## src/sv/smf_pkg.sv

```systemverilog
// Shared constants and types for the sliding-window median filter.
`default_nettype none

package smf_pkg;

  // Window depth and data width
  localparam int WINDOW_SIZE = 5;
  localparam int DATA_W      = 32;

  // Ring slot tag and fill count widths
  localparam int SLOT_W = (WINDOW_SIZE > 1) ? $clog2(WINDOW_SIZE) : 1;
  localparam int CNT_W  = $clog2(WINDOW_SIZE + 1);

  // Input operation codes
  localparam logic OP_FILTER = 1'b0;
  localparam logic OP_FILL   = 1'b1;

  // One cell of the sorted chain: a window sample and the ring slot it came from
  typedef struct packed {
    logic                     valid;
    logic signed [DATA_W-1:0] value;
    logic [SLOT_W-1:0]        slot;
  } cell_t;

  // What a cell shows to its neighbors
  typedef struct packed {
    cell_t entry;  // current contents
    logic  le;     // valid and value <= incoming sample
    logic  ev;     // evicted entry sits at or below this cell
  } link_t;

  // Per-transaction command broadcast to every cell
  typedef struct packed {
    logic                     shift_en;  // filter sample: insert, and evict if evict_en
    logic                     fill_en;   // fill: load every cell
    logic                     evict_en;  // window full, drop the entry at wr_ptr
    logic [SLOT_W-1:0]        wr_ptr;
    logic signed [DATA_W-1:0] sample;
  } cmd_t;

endpackage

`default_nettype wire

```

## src/sv/sliding_median_filter_top.sv

```systemverilog
// Top level of the sliding-window median filter.
//
//  channel | direction | handshake                 | payload
//  --------+-----------+---------------------------+---------------------------
//  input   | in        | in_valid_i / in_stall_o   | op_i (1b), sample_i (s32)
//  output  | out       | out_valid_o / out_stall_i | median_o (s32)
//
// One transaction per cycle unless in_stall_o: the sorted cell row inserts the new sample
// and, once the window is full, drops the oldest one at the accept edge; the median is then
// picked from the row into the output register, so a result is valid once that is loaded.
// A fill transaction loads every cell and gives no result.
// rst_ni clears the cells, pointer, fill count and output flags.
// in_stall_o is high only while a result waits for the pick and the output is stalled.
`default_nettype none

module sliding_median_filter_top
  import smf_pkg::*;
(
  input  logic                     clk_i,
  input  logic                     rst_ni,
  input  logic                     in_valid_i,
  output logic                     in_stall_o,
  input  logic                     op_i,
  input  logic signed [DATA_W-1:0] sample_i,
  output logic                     out_valid_o,
  input  logic                     out_stall_i,
  output logic signed [DATA_W-1:0] median_o
);

  logic [SLOT_W-1:0]        wr_ptr_q, wr_ptr_d;
  logic [CNT_W-1:0]         count_q, count_d;
  logic                     pend_q, pend_d;
  logic                     out_valid_q, out_valid_d;
  logic signed [DATA_W-1:0] median_q;
  logic                     in_acc, filt_acc, fill_acc, pend_move;
  logic [SLOT_W-1:0]        mid_idx;
  cmd_t                     cmd;
  cell_t                    cells [WINDOW_SIZE];

  // Handshake
  assign pend_move  = !out_valid_q || !out_stall_i;
  assign in_stall_o = pend_q && !pend_move;
  assign in_acc     = in_valid_i && !in_stall_o;
  assign filt_acc   = in_acc && (op_i == OP_FILTER);
  assign fill_acc   = in_acc && (op_i == OP_FILL);

  // Command to the cell row
  always_comb begin
    cmd.shift_en = filt_acc;
    cmd.fill_en  = fill_acc;
    cmd.evict_en = (count_q == CNT_W'(WINDOW_SIZE));
    cmd.wr_ptr   = wr_ptr_q;
    cmd.sample   = sample_i;
  end

  smf_chain u_chain (
    .clk_i   (clk_i),
    .rst_ni  (rst_ni),
    .cmd_i   (cmd),
    .cells_o (cells)
  );

  // Ring pointer and fill count
  always_comb begin
    wr_ptr_d = wr_ptr_q;
    count_d  = count_q;
    if (fill_acc) begin
      wr_ptr_d = '0;
      count_d  = CNT_W'(WINDOW_SIZE);
    end else if (filt_acc) begin
      wr_ptr_d = (wr_ptr_q == SLOT_W'(WINDOW_SIZE - 1)) ? '0 : wr_ptr_q + 1'b1;
      if (count_q != CNT_W'(WINDOW_SIZE)) begin
        count_d = count_q + 1'b1;
      end
    end
  end

  // Median pick: entry count/2 of the sorted row
  assign mid_idx = SLOT_W'(count_q >> 1);

  // Pending pick and output register flags
  always_comb begin
    pend_d      = pend_q;
    out_valid_d = out_valid_q;
    if (out_valid_q && !out_stall_i) begin
      out_valid_d = 1'b0;
    end
    if (pend_q && pend_move) begin
      out_valid_d = 1'b1;
      pend_d      = 1'b0;
    end
    if (filt_acc) begin
      pend_d = 1'b1;
    end
  end

  always_ff @(posedge clk_i or negedge rst_ni) begin
    if (!rst_ni) begin
      wr_ptr_q    <= '0;
      count_q     <= '0;
      pend_q      <= 1'b0;
      out_valid_q <= 1'b0;
    end else begin
      wr_ptr_q    <= wr_ptr_d;
      count_q     <= count_d;
      pend_q      <= pend_d;
      out_valid_q <= out_valid_d;
    end
  end

  // Result data
  always_ff @(posedge clk_i) begin
    if (pend_q && pend_move) begin
      median_q <= cells[mid_idx].value;
    end
  end

  assign out_valid_o = out_valid_q;
  assign median_o    = median_q;

endmodule

`default_nettype wire

```

## src/sv/smf_cell.sv

```systemverilog
// One cell of the sorted window chain: insert-and-evict update from neighbor links.
`default_nettype none

module smf_cell
  import smf_pkg::*;
(
  input  logic              clk_i,
  input  logic              rst_ni,
  input  logic [SLOT_W-1:0] cell_idx_i,
  input  cmd_t              cmd_i,
  input  link_t             dn_i,      // neighbor holding the next smaller entry
  input  link_t             up_i,      // neighbor holding the next larger entry
  output link_t             link_o
);

  cell_t cell_q, cell_d;
  logic  own_le, own_ev, ev_at;
  cell_t l_cur, l_prev;
  logic  l_cur_le, l_prev_le;

  // Local compare and eviction match
  assign own_le = cell_q.valid && (cell_q.value <= cmd_i.sample);
  assign own_ev = cmd_i.evict_en && cell_q.valid && (cell_q.slot == cmd_i.wr_ptr);
  assign ev_at  = dn_i.ev | own_ev;

  // Entries at this place and the one below once the evicted one is squeezed out
  always_comb begin
    l_cur     = ev_at ? up_i.entry : cell_q;
    l_cur_le  = ev_at ? up_i.le    : own_le;
    l_prev    = dn_i.ev ? cell_q : dn_i.entry;
    l_prev_le = dn_i.ev ? own_le : dn_i.le;
  end

  // Next contents: load the fill sample, or keep the squeezed entry, take the new sample, or move up one
  always_comb begin
    cell_d = cell_q;
    if (cmd_i.fill_en) begin
      cell_d.valid = 1'b1;
      cell_d.value = cmd_i.sample;
      cell_d.slot  = cell_idx_i;
    end else if (cmd_i.shift_en) begin
      if (l_cur_le) begin
        cell_d = l_cur;
      end else if (l_prev_le) begin
        cell_d.valid = 1'b1;
        cell_d.value = cmd_i.sample;
        cell_d.slot  = cmd_i.wr_ptr;
      end else begin
        cell_d = l_prev;
      end
    end
  end

  // Cell register
  always_ff @(posedge clk_i or negedge rst_ni) begin
    if (!rst_ni) begin
      cell_q <= '0;
    end else begin
      cell_q <= cell_d;
    end
  end

  assign link_o = '{entry: cell_q, le: own_le, ev: ev_at};

endmodule

`default_nettype wire

```

## src/sv/smf_chain.sv

```systemverilog
// Row of sorted window cells, smallest entry in cell 0.
`default_nettype none

module smf_chain
  import smf_pkg::*;
(
  input  logic  clk_i,
  input  logic  rst_ni,
  input  cmd_t  cmd_i,
  output cell_t cells_o [WINDOW_SIZE]
);

  link_t links [WINDOW_SIZE];
  link_t dn_edge, up_edge;

  // Virtual neighbors at both ends: minus infinity below, empty above
  always_comb begin
    dn_edge       = '0;
    dn_edge.le    = 1'b1;
    up_edge       = '0;
  end

  for (genvar i = 0; i < WINDOW_SIZE; i++) begin : g_cell
    link_t dn_l, up_l;

    if (i == 0) begin : g_lo
      assign dn_l = dn_edge;
    end else begin : g_mid_lo
      assign dn_l = links[i-1];
    end

    if (i == WINDOW_SIZE - 1) begin : g_hi
      assign up_l = up_edge;
    end else begin : g_mid_hi
      assign up_l = links[i+1];
    end

    smf_cell u_cell (
      .clk_i      (clk_i),
      .rst_ni     (rst_ni),
      .cell_idx_i (SLOT_W'(i)),
      .cmd_i      (cmd_i),
      .dn_i       (dn_l),
      .up_i       (up_l),
      .link_o     (links[i])
    );

    assign cells_o[i] = links[i].entry;
  end

endmodule

`default_nettype wire

```

## config.mk

```make
export PLATFORM = sky130hd
export DESIGN_NAME = sliding_median_filter_top
export DESIGN_NICKNAME = d
export VERILOG_FILES = /design/src/sv/smf_pkg.sv /design/src/sv/sliding_median_filter_top.sv /design/src/sv/smf_cell.sv /design/src/sv/smf_chain.sv
export SDC_FILE = /design/constraint.sdc
export NUM_CORES = 1
export LEC_CHECK = 0
export ABC_AREA = 1
export BUFFER_PORTS_ARGS = -buffer_cell sky130_fd_sc_hd__buf_4
export CORE_AREA = 2 2 221 223
export CTS_CLUSTER_SIZE = 8
export DETAILED_ROUTE_END_ITERATION = 8
export DIE_AREA = 0 0 223 225
export PLACE_DENSITY = 0.57
export SLEW_MARGIN = 20
export SYNTH_ARGS = -nofsm -noshare
export SYNTH_HDL_FRONTEND = slang
export SYNTH_SLANG_ARGS = --single-unit
```

## constraint.sdc

```tcl
create_clock -name clk_i -period 3.4 [get_ports clk_i]
set_clock_uncertainty 0.05 [all_clocks]
set_input_delay 0.51 -clock clk_i [delete_from_list [all_inputs] [get_ports clk_i]]
set_output_delay 0.51 -clock clk_i [all_outputs]
set_load 0.02 [all_outputs]
```

# After elaboration in Yosys (flattened, before gate mapping)
# Index checks and enable logic that the tools add are counted.
[word_totals]
reg_bits = 220
in_bits = 37
wordCells = 117
[classes]
add_sub_neg = 2
n_lt_le_gt_ge = 6
mux = 42
reduce_logical = 32
n_eq_ne = 9
bitwise_logic = 6
[op_table]
columns = ["op", "count"]
rows = [
  ["36-bit 2-to-1 mux", 24],
  ["32-bit less-or-equal comparator", 5],
  ["36-bit binary-select mux with 3-bit select", 1],
  ["35-bit 2-to-1 mux", 2],
  ["1-bit logical AND", 21],
  ["3-bit 2-to-1 mux", 6],
  ["3-bit equality test", 5],
  ["1-bit 2-to-1 mux", 9],
  ["2-bit nonzero test", 4],
  ["3-bit by 1-bit adder with 3-bit output, second input constant", 2],
  ["3-bit equality test, second input constant", 2],
  ["3-bit inequality test, second input constant", 2],
  ["4-bit greater-or-equal comparator, second input constant", 1],
  ["1-bit zero test", 4],
  ["2-bit NOT with 4-bit output", 1],
  ["1-bit bitwise OR", 4],
  ["2-bit AND reduction", 2],
  ["1-bit logical OR", 1],
  ["1-bit NOT", 1],
]

# Depth between registers and ports, before layout
# Gate-level depths: netlist (run 1).
[logic_depth]
word_depth = 11
mapped_depth = 23

# Hierarchy
# Synthesis (run 1) repeated with hierarchy kept, for this count alone.
[hier_totals]
hier_cells = 3271
hier_area_um2 = 21017.7
[modules_own_cells]
columns = ["module", "cells_each", "area_per_inst_um2", "n_inst"]
rows = [
  ["smf_cell at u_chain.g_cell[0].u_cell ...", 600, 3728.6, 4],
  ["smf_cell at u_chain.g_cell[4].u_cell", 598, 3782.4, 1],
  ["sliding_median_filter_top", 271, 2313.5, 1],
  ["smf_chain", 2, 7.5, 1],
]

# Worst setup path before layout (run 1)
# No wires, ideal clock.
[synth_path]
kind = "register -> register"
startpoint = "reg count_q[1]"
endpoint = "reg u_chain.g_cell[3].u_cell.cell_q (netlist bit u_chain.g_cell[3].u_cell.link_o[31])"
stages_incl_launch_ff = 21
t_required_ns = 3.233
arrival_ns = 2.780
setup_slack_ns = 0.453
n_path_buf = 5
cell_sequence = "dfrtp_1 > clkbuf_1 > inv_1 > clkbuf_1 > clkbuf_1 > ha_1 > nand2_2 > nor3_1 > nand2_1 > buf_4 > and3_4 > nand2_4 > inv_2 > buf_2 > or2_0 > o21ai_0 > inv_1 > nand2_1 > nand2_1 > nand2_1 > nand2_1"
[synth_via]
elab_chain_len = 10
[synth_rtl]
columns = ["item", "line", "rtl"]
rows = [
  ["start, declared", "sliding_median_filter_top.sv:31", "logic [CNT_W-1:0] count_q, count_d;"],
  ["start signal, assigned", "sliding_median_filter_top.sv:105", "count_q <= count_d;"],
  ["3-bit equality test *", "sliding_median_filter_top.sv:51", "cmd.evict_en = (count_q == CNT_W'(WINDOW_SIZE));"],
  ["1-bit logical AND (2 in a row)", "smf_cell.sv:23", "assign own_ev = cmd_i.evict_en && cell_q.valid && (cell_q.slot == cmd_i.wr_ptr);"],
  ["1-bit bitwise OR (2 in a row)", "smf_cell.sv:24", "assign ev_at = dn_i.ev | own_ev;"],
  ["36-bit 2-to-1 mux, or another cell as far along", "-", ""],
  ["36-bit 2-to-1 mux, or another cell as far along", "smf_cell.sv:44", "end else if (l_prev_le) begin"],
  ["36-bit 2-to-1 mux *", "smf_cell.sv:42", "if (l_cur_le) begin"],
  ["36-bit 2-to-1 mux *", "smf_cell.sv:41", "end else if (cmd_i.shift_en) begin"],
  ["36-bit 2-to-1 mux *", "smf_cell.sv:37", "if (cmd_i.fill_en) begin"],
  ["end signal, assigned", "smf_cell.sv:59", "cell_q <= cell_d;"],
  ["end, declared", "smf_cell.sv:16", "cell_t cell_q, cell_d;"],
]
# Mark *: on every way between the ends. The rest lies on a longest branch, timed or not. The select of a mux whose other input is x is not followed.
# A chain may end at the register's enable or synchronous reset.

# Final worst setup path (run 1)
[layout_path]
startpoint = "reg u_chain.g_cell[0].u_cell.cell_q (netlist bit u_chain.g_cell[0].u_cell.link_o[36])"
endpoint = "reg u_chain.g_cell[0].u_cell.cell_q (netlist bit u_chain.g_cell[0].u_cell.link_o[11])"
[layout_via]
elab_chain_len = 6
[layout_rtl]
columns = ["item", "line", "rtl"]
rows = [
  ["start, declared", "smf_cell.sv:16", ""],
  ["start signal, assigned", "smf_cell.sv:59", ""],
  ["32-bit less-or-equal comparator", "smf_cell.sv:22", "assign own_le = cell_q.valid && (cell_q.value <= cmd_i.sample);"],
  ["1-bit logical AND", "smf_cell.sv:22", ""],
  ["1-bit 2-to-1 mux", "smf_cell.sv:29", "l_cur_le = ev_at ? up_i.le : own_le;"],
  ["36-bit 2-to-1 mux", "smf_cell.sv:42", ""],
  ["36-bit 2-to-1 mux", "smf_cell.sv:41", ""],
  ["36-bit 2-to-1 mux", "smf_cell.sv:37", ""],
]
# Every way passes these cells. The select of a mux whose other input is x is not followed.

==> impl_metrics.json, run 1 <==
{
  "finalCriticalPeriod_ns": 3.19,
  "fp.dieH_um": 225,
  "core_um2": 47500,
  "htree_levels": 2,
  "cp_data_arrival_time_ns": 3.54,
  "synth_area_um2": 18900,
  "nNetsFinal": 3147,
  "antenna_left": 0,
  "clockBufferDepth": 3,
  "die_area_um2": 50200,
  "grt.total_usage_pct": 28.6,
  "yosysTopAreaCellShare_pct": 24.9,
  "setup_viol": 0,
  "crit_buf_inv": 2,
  "layout_commonest_cell": "nand2_1",
  "routabilityCongestion": 0.893,
  "antennaDiodeCount": 0,
  "gr-total-overflow": 0,
  "multiInputGateArea_um2": 11400,
  "syn-instance-count": 2894,
  "reg2regPathDepth": 16,
  "start_util_pct": 39.8,
  "antenna_found_initial": 0,
  "fp.dieW_um": 223,
  "rows": 80,
  "layout_common_cells": "nand2_1, nand3_1, o21ai_0",
  "crit_path_start_kind": "flip-flop",
  "tightest_slew_ns": 1.05,
  "end_kind": "flip-flop",
  "synth-seq-cells": 220,
  "synthToLayoutAreaGrowth_pct": 14.5,
  "hold_viol_final": 0,
  "final_layout_size_suffix_gt1_share_pct": 9.74,
  "place_hpwl_um": 47800,
  "dr.pass1.iters": 5,
  "slew_violations": 0,
  "synth_mux_area_share_pct": 0.106,
  "stdcell_area_um2": 21700,
  "critPathMaxStageDelay_ns": 0.41,
  "outcome": "finished clean",
  "worstSetupPathType": "flip-flop to flip-flop",
  "regArea_um2": 5670,
  "yosys.area_share.xor_xnor_pct": 0.648,
  "synth-edff-count": 32,
  "slew_headroom_pct": 30.2,
  "vias_per_cell": 5.60,
  "ioPinCount": 71,
  "synth_compound_area_share_pct": 15.4,
  "synthSimpleGateAreaFrac_pct": 32.9,
  "min_path_cells": 3,
  "max_freq_mhz": 314,
  "crit_fanout": 16,
  "finalCritPeriodShare_pct": 93.7,
  "clkLatencyLatePin_ns": 0.55,
  "crit_chain": "ha_1, nand2_1, nor2_2, nor3b_4, inv_1, nor2_2, nand2_1, nand3_1, nand3_1, nand2_1, nand2_4, nand2_1, buf_12, nand2_1, nand3_1, o21ai_0",
  "num-fill-cells": 4863,
  "io_buffer_count": 70,
  "synth-main-ff-cell": "dfrtp_1",
  "met2_usage_pct": 46.8,
  "vias": 20100,
  "syn_avg_cell_area_um2": 6.54,
  "rsz0062_at_grt": "false",
  "synth_fp_nets": 3095,
  "yosys-top-cells-area": "dfrtp_1, nand2_1, ha_1",
  "drc": 0,
  "cp_slowest_cell": "dfrtp_1",
  "cts_tree": "yes",
  "cp.required_ns": 3.75,
  "synth_cell_type_count": 44,
  "postCtsSetupRepairBufs": 0,
  "clk_pin_slew_worst_paths_ns": 0.05,
  "grtUsageMet3_pct": 3.39,
  "drt_iter0_markers": 1665,
  "cp_top_family": "simple AND/OR/NAND/NOR gates",
  "cap_violations": 0,
  "crit_cells": 16,
  "async_flop_share_pct": 85.5,
  "fin_tns_setup_ns": 0,
  "yosysTopAreaCell": "dfrtp_1",
  "top_usage_layer": "met2",
  "routed_wirelength_um": 71400,
  "grt_pass1_wl_um": 112000,
  "grt_max_degree": 85,
  "cts_made_buffers": 35,
  "hold_class": "input port to flip-flop",
  "synth-adder-area-share_pct": 10.8,
  "crit_top_cell": "nand2_1",
  "place_area_um2": 20600,
  "synth_top_family_by_area": "simple AND/OR/NAND/NOR gates",
  "seq_area_frac_synth_pct": 29.9,
  "root_buffer": "clkbuf_16",
  "grt_pass1_vias": 19600,
  "yosysWarningCount": 0,
  "grtUsageMet1_pct": 37.9,
  "wl_per_cell_um": 19.9,
  "cts_sinks": 220
}
## path summary, 6_finish.rpt
| check | start | endpoint | slack [ns] |
|---|---|---|---|
| max | u_chain.g_cell[0].u_cell.link_o[36] | u_chain.g_cell[0].u_cell.link_o[11] | 0.21 |
| min | out_stall_i | out_valid_o | 0.16 |
| max reg2reg | u_chain.g_cell[0].u_cell.link_o[36] | u_chain.g_cell[0].u_cell.link_o[11] | 0.21 |
| min reg2reg | pend_q | out_valid_o | 0.45 |
| max in group asynchronous | rst_ni | u_chain.g_cell[0].u_cell.link_o[13] | 1.92 |
| min in group asynchronous | rst_ni | out_valid_o | 0.49 |
## per-layer routing
layer | vias up | part of all wire [%]
met2 | 780 | 45
met4 | 0 | 4.2
met1 | 9481 | 44
met3 | 164 | 6.7
met5 | - | 0
li1 | 9627 | -
## logic make-up (layout without fill, tap and decap cells)
group | count (synthesis) | in the layout
AOI/OAI and AO/OA | 564 | 564
xor gates and xnor gates | 14 | 14
adders and majority gates | 164 | 164
buffers and inverters | 472 | 546
DFF | 220 | 220
muxes | 2 | 2
and+or+nand+nor | 1458 | 1458
## state kept, by name, indices dropped and copies added, names as in the netlist
| signal | cells |
|---|---|
| u_chain.g_cell.u_cell.link_o | 180 |
| wr_ptr_q | 3 |
| median_o | 32 |
| pend_q | 1 |
| count_q | 3 |
| out_valid_o | 1 |
## synth_stat cells (4+ instances only)
master      n
nand2_1   788
nand3_1   390
o21ai_0   324
inv_1     302
a21oi_1   197
nor2_1    193
dfrtp_1   188
ha_1      164
clkbuf_1   87
buf_2      51
edfxtp_1   32
or2_2      27
or2_0      15
nand4_1    14
buf_4      13
o22ai_1    13
o21a_1     12
xnor2_1     9
buf_1       8
nand3_2     7
a21o_1      5
buf_6       5
nand2_2     5
o21ai_1     5
xor2_1      5
nor3_1      4
## layout make-up
cell class,count,share of cell area [%]
Multi-Input combinational cell,2202,52.6
Sequential cell,220,26.2
Timing Repair Buffer,180,7.55
Inverter,307,5.32
Clock buffer,58,4.82
Tap cell,615,3.55
Clock inverter,1,0.0231
## through the flow
step           setup WS, ns  util [%]  hold slack [ns]  instances
5_1_grt              0.0305      45.6            0.188       3583
3_3_place_gp         -0.647      43.3            0.424       3523
3_5_place_dp         -0.661      43.3            0.444       3523
2_1_floorplan         0.453         -            0.164       2894
6_report              0.214      45.6            0.159       3583
4_1_cts              0.0663      45.6            0.145       3583
## worst register-to-register path: cells and delay by family, from the launching register on
kind,cells,cell delay [ns]
simple gates,12,1.82
fa+ha+maj,1,0.31
buf+inv,2,0.36
flops,1,0.41
compound gates,1,0.10
## timing repair
item / in CTS / in global routing
setup endpoints to repair: 70 / 32
hold buffers: 1 / 0
hold endpoints to repair: 28 / 0
resized for setup: 3 / 2
Power of run 1 is left out: the tool's default activity adds up to more than one toggle a clock period on the data nets, which glitch-free logic cannot reach.
==> inputs of run 2 (changes only) <==
--- a/config.mk
+++ b/config.mk
@@ -6,13 +6,14 @@
 export NUM_CORES = 1
 export LEC_CHECK = 0
 export ABC_AREA = 1
-export BUFFER_PORTS_ARGS = -buffer_cell sky130_fd_sc_hd__buf_4
+export BUFFER_PORTS_ARGS = -buffer_cell sky130_fd_sc_hd__clkbuf_2
 export CORE_AREA = 2 2 221 223
 export CTS_CLUSTER_SIZE = 8
 export DETAILED_ROUTE_END_ITERATION = 8
 export DIE_AREA = 0 0 223 225
+export MAX_ROUTING_LAYER = met4
 export PLACE_DENSITY = 0.57
-export SLEW_MARGIN = 20
+export SLEW_MARGIN = 15
 export SYNTH_ARGS = -nofsm -noshare
 export SYNTH_HDL_FRONTEND = slang
 export SYNTH_SLANG_ARGS = --single-unit
==> impl_metrics.json, run 2 (synthesized netlist as in run 1, its figures left out) <==
{
  "routed_wirelength_um": 70600,
  "end_kind": "flip-flop",
  "setup_viol": 0,
  "reg2regPathDepth": 16,
  "num-fill-cells": 4887,
  "fp.dieH_um": 225,
  "die_area_um2": 50200,
  "wl_per_cell_um": 19.7,
  "tightest_slew_ns": 0.864,
  "rows": 80,
  "slew_violations": 0,
  "multiInputGateArea_um2": 11400,
  "crit_path_start_kind": "flip-flop",
  "r2r_slack_ns": 0.28,
  "core_um2": 47500,
  "worstHoldEndpoint": "out_valid_o",
  "clkLatencyLatePin_ns": 0.58,
  "worst_slack_ns": 0.281,
  "critPathMaxStageDelay_ns": 0.40,
  "htree_levels": 1,
  "cts_sinks": 220,
  "cts_made_buffers": 31,
  "antennaDiodeCount": 0,
  "hold_slack_ns": 0.149,
  "finalCritPeriodShare_pct": 91.7,
  "io_buffer_count": 70,
  "min_path_cells": 3,
  "r2r-end": "u_chain.g_cell[0].u_cell.link_o[33]",
  "grt_max_degree": 84,
  "regToRegStartpoint": "u_chain.g_cell[0].u_cell.link_o[36]",
  "antenna_left": 0,
  "drt_iter0_markers": 1964,
  "clk_pin_slew_worst_paths_ns": 0.05,
  "crit_chain": "ha_1, nand2_1, nor2_2, nor3b_4, inv_1, nor2_2, nand2_1, nand3_1, nand3_1, nand2_1, nand2_4, nand2_1, buf_12, nand2_1, nand3_1, o21ai_0",
  "synthToLayoutAreaGrowth_pct": 12.8,
  "finalCriticalPeriod_ns": 3.12,
  "root_buffer": "clkbuf_16",
  "place_hpwl_um": 48100,
  "cap_violations": 0,
  "hold_viol_final": 0,
  "routabilityCongestion": 0.890,
  "hold_class": "input port to flip-flop",
  "layout_commonest_cell": "nand2_1",
  "fp.dieW_um": 223,
  "ioPinCount": 71,
  "start_util_pct": 39.8,
  "vias": 20100,
  "outcome": "finished clean",
  "antenna_found_initial": 0,
  "clockBufferDepth": 3,
  "max_freq_mhz": 321,
  "cp.required_ns": 3.78,
  "crit_buf_inv": 2,
  "hold_path_startpoint": "out_stall_i",
  "worstSetupPathType": "flip-flop to flip-flop",
  "final_layout_size_suffix_gt1_share_pct": 9.64,
  "nNetsFinal": 3151,
  "cp_data_arrival_time_ns": 3.50,
  "rsz0062_at_grt": "false",
  "crit_top_cell": "nand2_1",
  "dr.pass1.iters": 6,
  "slew_headroom_pct": 42.4,
  "place_ws_ns": -0.428,
  "grt_pass1_vias": 19400,
  "fin_tns_setup_ns": 0,
  "grt_pass1_wl_um": 111000,
  "vias_per_cell": 5.61,
  "cp_top_family": "simple AND/OR/NAND/NOR gates",
  "regArea_um2": 5670,
  "cts_tree": "yes",
  "gr-total-overflow": 0,
  "crit_fanout": 16,
  "grt.total_usage_pct": 29.0,
  "largest_register_ffs": 180,
  "layout_common_cells": "nand2_1, nand3_1, o21ai_0",
  "drc": 0,
  "cp_slowest_cell": "dfrtp_1"
}
==> run 2: cell types whose count changed in the layout (fill, tap and decap cells not counted) <==
cell	change
clkbuf_8	-4
buf_4	-61
clkbuf_2	+69
clkinv_2	-1
clkbuf_16	-6
clkbuf_1	+3
==> run 2: final cells by class <==
cell class	count	share of cell area [%]
clock buffers	51	3.98
multi-input cells	2202	53.3
well taps	615	3.60
inverters	307	5.40
repair buffers	188	7.13
flip-flops and latches	220	26.5
==> run 2: metrics by stage <==
step | std cells | utilization [%] | instance area [um^2]
after floorplan | 2894 | - | 18900
after global placement | 3531 | 43.1 | 20500
after detailed placement | 3531 | 43.1 | 20500
after CTS | 3583 | 44.9 | 21300
after global routing | 3583 | 44.9 | 21400
final | 3583 | 44.9 | 21400
==> run 2: what timing repair did <==
| item | 4_1_cts | 5_1_grt |
|---|---|---|
| hold buffers | 1 | 0 |
| setup endpoints to repair | 61 | 67 |
| hold endpoints to repair | 28 | 0 |
| buffers inserted | 0 | 0 |
| gates resized for setup | 1 | 4 |
==> run 2: worst register-to-register path: cells and delay by family (launching register included) <==
kind / cells / cell delay, ns
AND/OR/NAND/NOR: 12 / 1.71
flip-flops: 1 / 0.40
buffers and inverters: 2 / 0.37
adder cells (fa/ha/maj): 1 / 0.31
AO/OA/AOI/OAI: 1 / 0.12
==> run 2: worst max path at each step <==
stage | start | to | slack, ns | depth (start not counted)
floorplan | count_q[1] | u_chain.g_cell[3].u_cell.link_o[31] | 0.45 | 20
global placement | sample_i[31] | u_chain.g_cell[0].u_cell.link_o[36] | -0.41 | 18
detailed placement | sample_i[31] | u_chain.g_cell[0].u_cell.link_o[35] | -0.43 | 16
CTS | u_chain.g_cell[0].u_cell.link_o[36] | u_chain.g_cell[0].u_cell.link_o[35] | 0.05 | 14
global route | u_chain.g_cell[0].u_cell.link_o[36] | u_chain.g_cell[0].u_cell.link_o[33] | 0.09 | 16
finish | u_chain.g_cell[0].u_cell.link_o[36] | u_chain.g_cell[0].u_cell.link_o[33] | 0.28 | 16
==> run 2: routing by layer <==
layer / share of wire [%] / wire (um) / global-route usage [%] / up-vias
met1: 44 / 30900 / 38.0 / 9469
met5: 0 / 0 / - / -
li1: - / - / - / 9636
met3: 7.6 / 5340 / 3.38 / 143
met4: 3.1 / 2200 / 9.59 / 0
met2: 46 / 32200 / 46.7 / 845
Power of run 2 is left out for the same reason.
==> inputs of run 3 (changes only) <==
--- a/config.mk
+++ b/config.mk
@@ -6,8 +6,9 @@
 export NUM_CORES = 1
 export LEC_CHECK = 0
 export ABC_AREA = 1
-export BUFFER_PORTS_ARGS = -buffer_cell sky130_fd_sc_hd__clkbuf_2
+export BUFFER_PORTS_ARGS = -buffer_cell sky130_fd_sc_hd__buf_4
 export CORE_AREA = 2 2 221 223
+export CTS_BUF_LIST = sky130_fd_sc_hd__clkbuf_8
 export CTS_CLUSTER_SIZE = 8
 export DETAILED_ROUTE_END_ITERATION = 8
 export DIE_AREA = 0 0 223 225
==> impl_metrics.json, run 3 (synthesized netlist as in run 1, its figures left out) <==
{
  "drt_iter0_markers": 1654,
  "nNetsFinal": 3158,
  "place_ws_ns": -0.682,
  "grt_max_degree": 85,
  "die_area_um2": 50200,
  "io_buffer_count": 70,
  "final_layout_size_suffix_gt1_share_pct": 10.3,
  "start_util_pct": 39.8,
  "layout_commonest_cell": "nand2_1",
  "end_kind": "flip-flop",
  "worstSetupPathType": "flip-flop to flip-flop",
  "htree_levels": 2,
  "fin_tns_setup_ns": 0,
  "finalCriticalPeriod_ns": 3.16,
  "hold_slack_ns": 0.0564,
  "clk_pin_slew_worst_paths_ns": 0.06,
  "cp_data_arrival_time_ns": 3.65,
  "hold_class": "input port to flip-flop",
  "cts_sinks": 220,
  "grt_pass1_wl_um": 111000,
  "antenna_found_initial": 1,
  "cp.required_ns": 3.89,
  "place_hpwl_um": 47700,
  "crit_path_start_kind": "flip-flop",
  "regToRegStartpoint": "wr_ptr_q[1]",
  "vias_per_cell": 5.54,
  "cts_tree": "yes",
  "rows": 80,
  "vias": 20000,
  "routabilityCongestion": 0.926,
  "clkLatencyLatePin_ns": 0.65,
  "root_buffer": "clkbuf_8",
  "fp.dieW_um": 223,
  "grt_pass1_vias": 19600,
  "largest_register_ffs": 180,
  "startpoint": "wr_ptr_q[1]",
  "gr-total-overflow": 0,
  "max_freq_mhz": 317,
  "num-fill-cells": 4845,
  "cts_made_buffers": 47,
  "setup_viol": 0,
  "routed_wirelength_um": 70700,
  "hold_path_startpoint": "out_stall_i",
  "slew_headroom_pct": 28.6,
  "synthToLayoutAreaGrowth_pct": 14.0,
  "hold_viol_final": 0,
  "core_um2": 47500,
  "wl_per_cell_um": 19.6,
  "finalCritPeriodShare_pct": 92.9,
  "grt.total_usage_pct": 29.2,
  "fp.dieH_um": 225,
  "outcome": "finished clean",
  "layout_common_cells": "nand2_1, nand3_1, o21ai_0",
  "cap_violations": 0,
  "rsz0062_at_grt": "false",
  "clockBufferDepth": 3,
  "dr.pass1.iters": 5,
  "crit_fanout": 25,
  "tightest_slew_ns": 1.07,
  "slew_violations": 0,
  "ioPinCount": 71,
  "drc": 0,
  "worst_slack_ns": 0.241,
  "postCtsSetupRepairBufs": 0,
  "antenna_left": 0
}
[run 3: cell types whose count changed in the layout (fill, tap and decap cells not counted), sizes merged]
| cell | previous run | this run |
|---|---|---|
| buf | 117 | 177 |
| clkbuf | 121 | 58 |
| clkinv | 1 | 13 |
| clkinvlp | 0 | 1 |
| diode | 0 | 1 |
| inv | 306 | 322 |
[run 3: timing repair]
action / CTS / global route
endpoints found under the setup margin: 70 / 32
hold endpoints to repair: 66 / 0
hold buffers: 1 / 0
gates resized for setup: 3 / 3
[run 3: worst max-delay path, stage by stage, from the launching register on]
cell     delay [ns]
dfrtp_1        0.53
or2_0          0.27
a21oi_1        0.27
nand2_2        0.15
and3_4         0.23
nand2_4        0.30
inv_2          0.28
buf_4          0.29
or2_2          0.29
o21ai_0        0.10
inv_1          0.06
nand2_1        0.06
nand2_1        0.05
nand2_1        0.05
nand2_1        0.05
[run 3: layout make-up]
cell class | instances | area, um^2 | share of cell area (%)
Clock buffer | 57 | 785 | 3.64
Multi-Input combinational cell | 2202 | 11400 | 52.8
Timing Repair Buffer | 179 | 1680 | 7.78
Sequential cell | 220 | 5670 | 26.3
Inverter | 307 | 1150 | 5.35
Clock inverter | 29 | 119 | 0.551
Tap cell | 615 | 769 | 3.57
Antenna cell | 1 | 2.50 | 0.0116
[run 3: routing by layer]
layer | up-vias | routed length [um] | track usage (%)
met5 | - | 0 | -
li1 | 9649 | - | -
met2 | 785 | 31900 | 46.0
met3 | 176 | 4530 | 3.66
met4 | 0 | 2720 | 11.8
met1 | 9395 | 31600 | 38.1
[run 3: through the flow]
step | area (um^2) | utilization, % | instances
after CTS | 21600 | 45.3 | 3609
after floorplan | 18900 | - | 2894
final | 21600 | 45.4 | 3610
after detailed placement | 20600 | 43.4 | 3522
after global routing | 21600 | 45.4 | 3610
after global placement | 20600 | 43.4 | 3522
[run 3: path summary, 6_finish.rpt]
kind                       slack [ns]  depth (start not counted)                                   to
min reg2reg                      0.44                          2  u_chain.g_cell[0].u_cell.link_o[37]
max                              0.24                         14  u_chain.g_cell[3].u_cell.link_o[16]
max in group asynchronous        2.03                          3  u_chain.g_cell[3].u_cell.link_o[32]
min in group asynchronous        0.42                          2                          out_valid_o
max reg2reg                      0.24                         14  u_chain.g_cell[3].u_cell.link_o[16]
min                              0.06                          3                          out_valid_o
Power of run 3 is left out for the same reason.
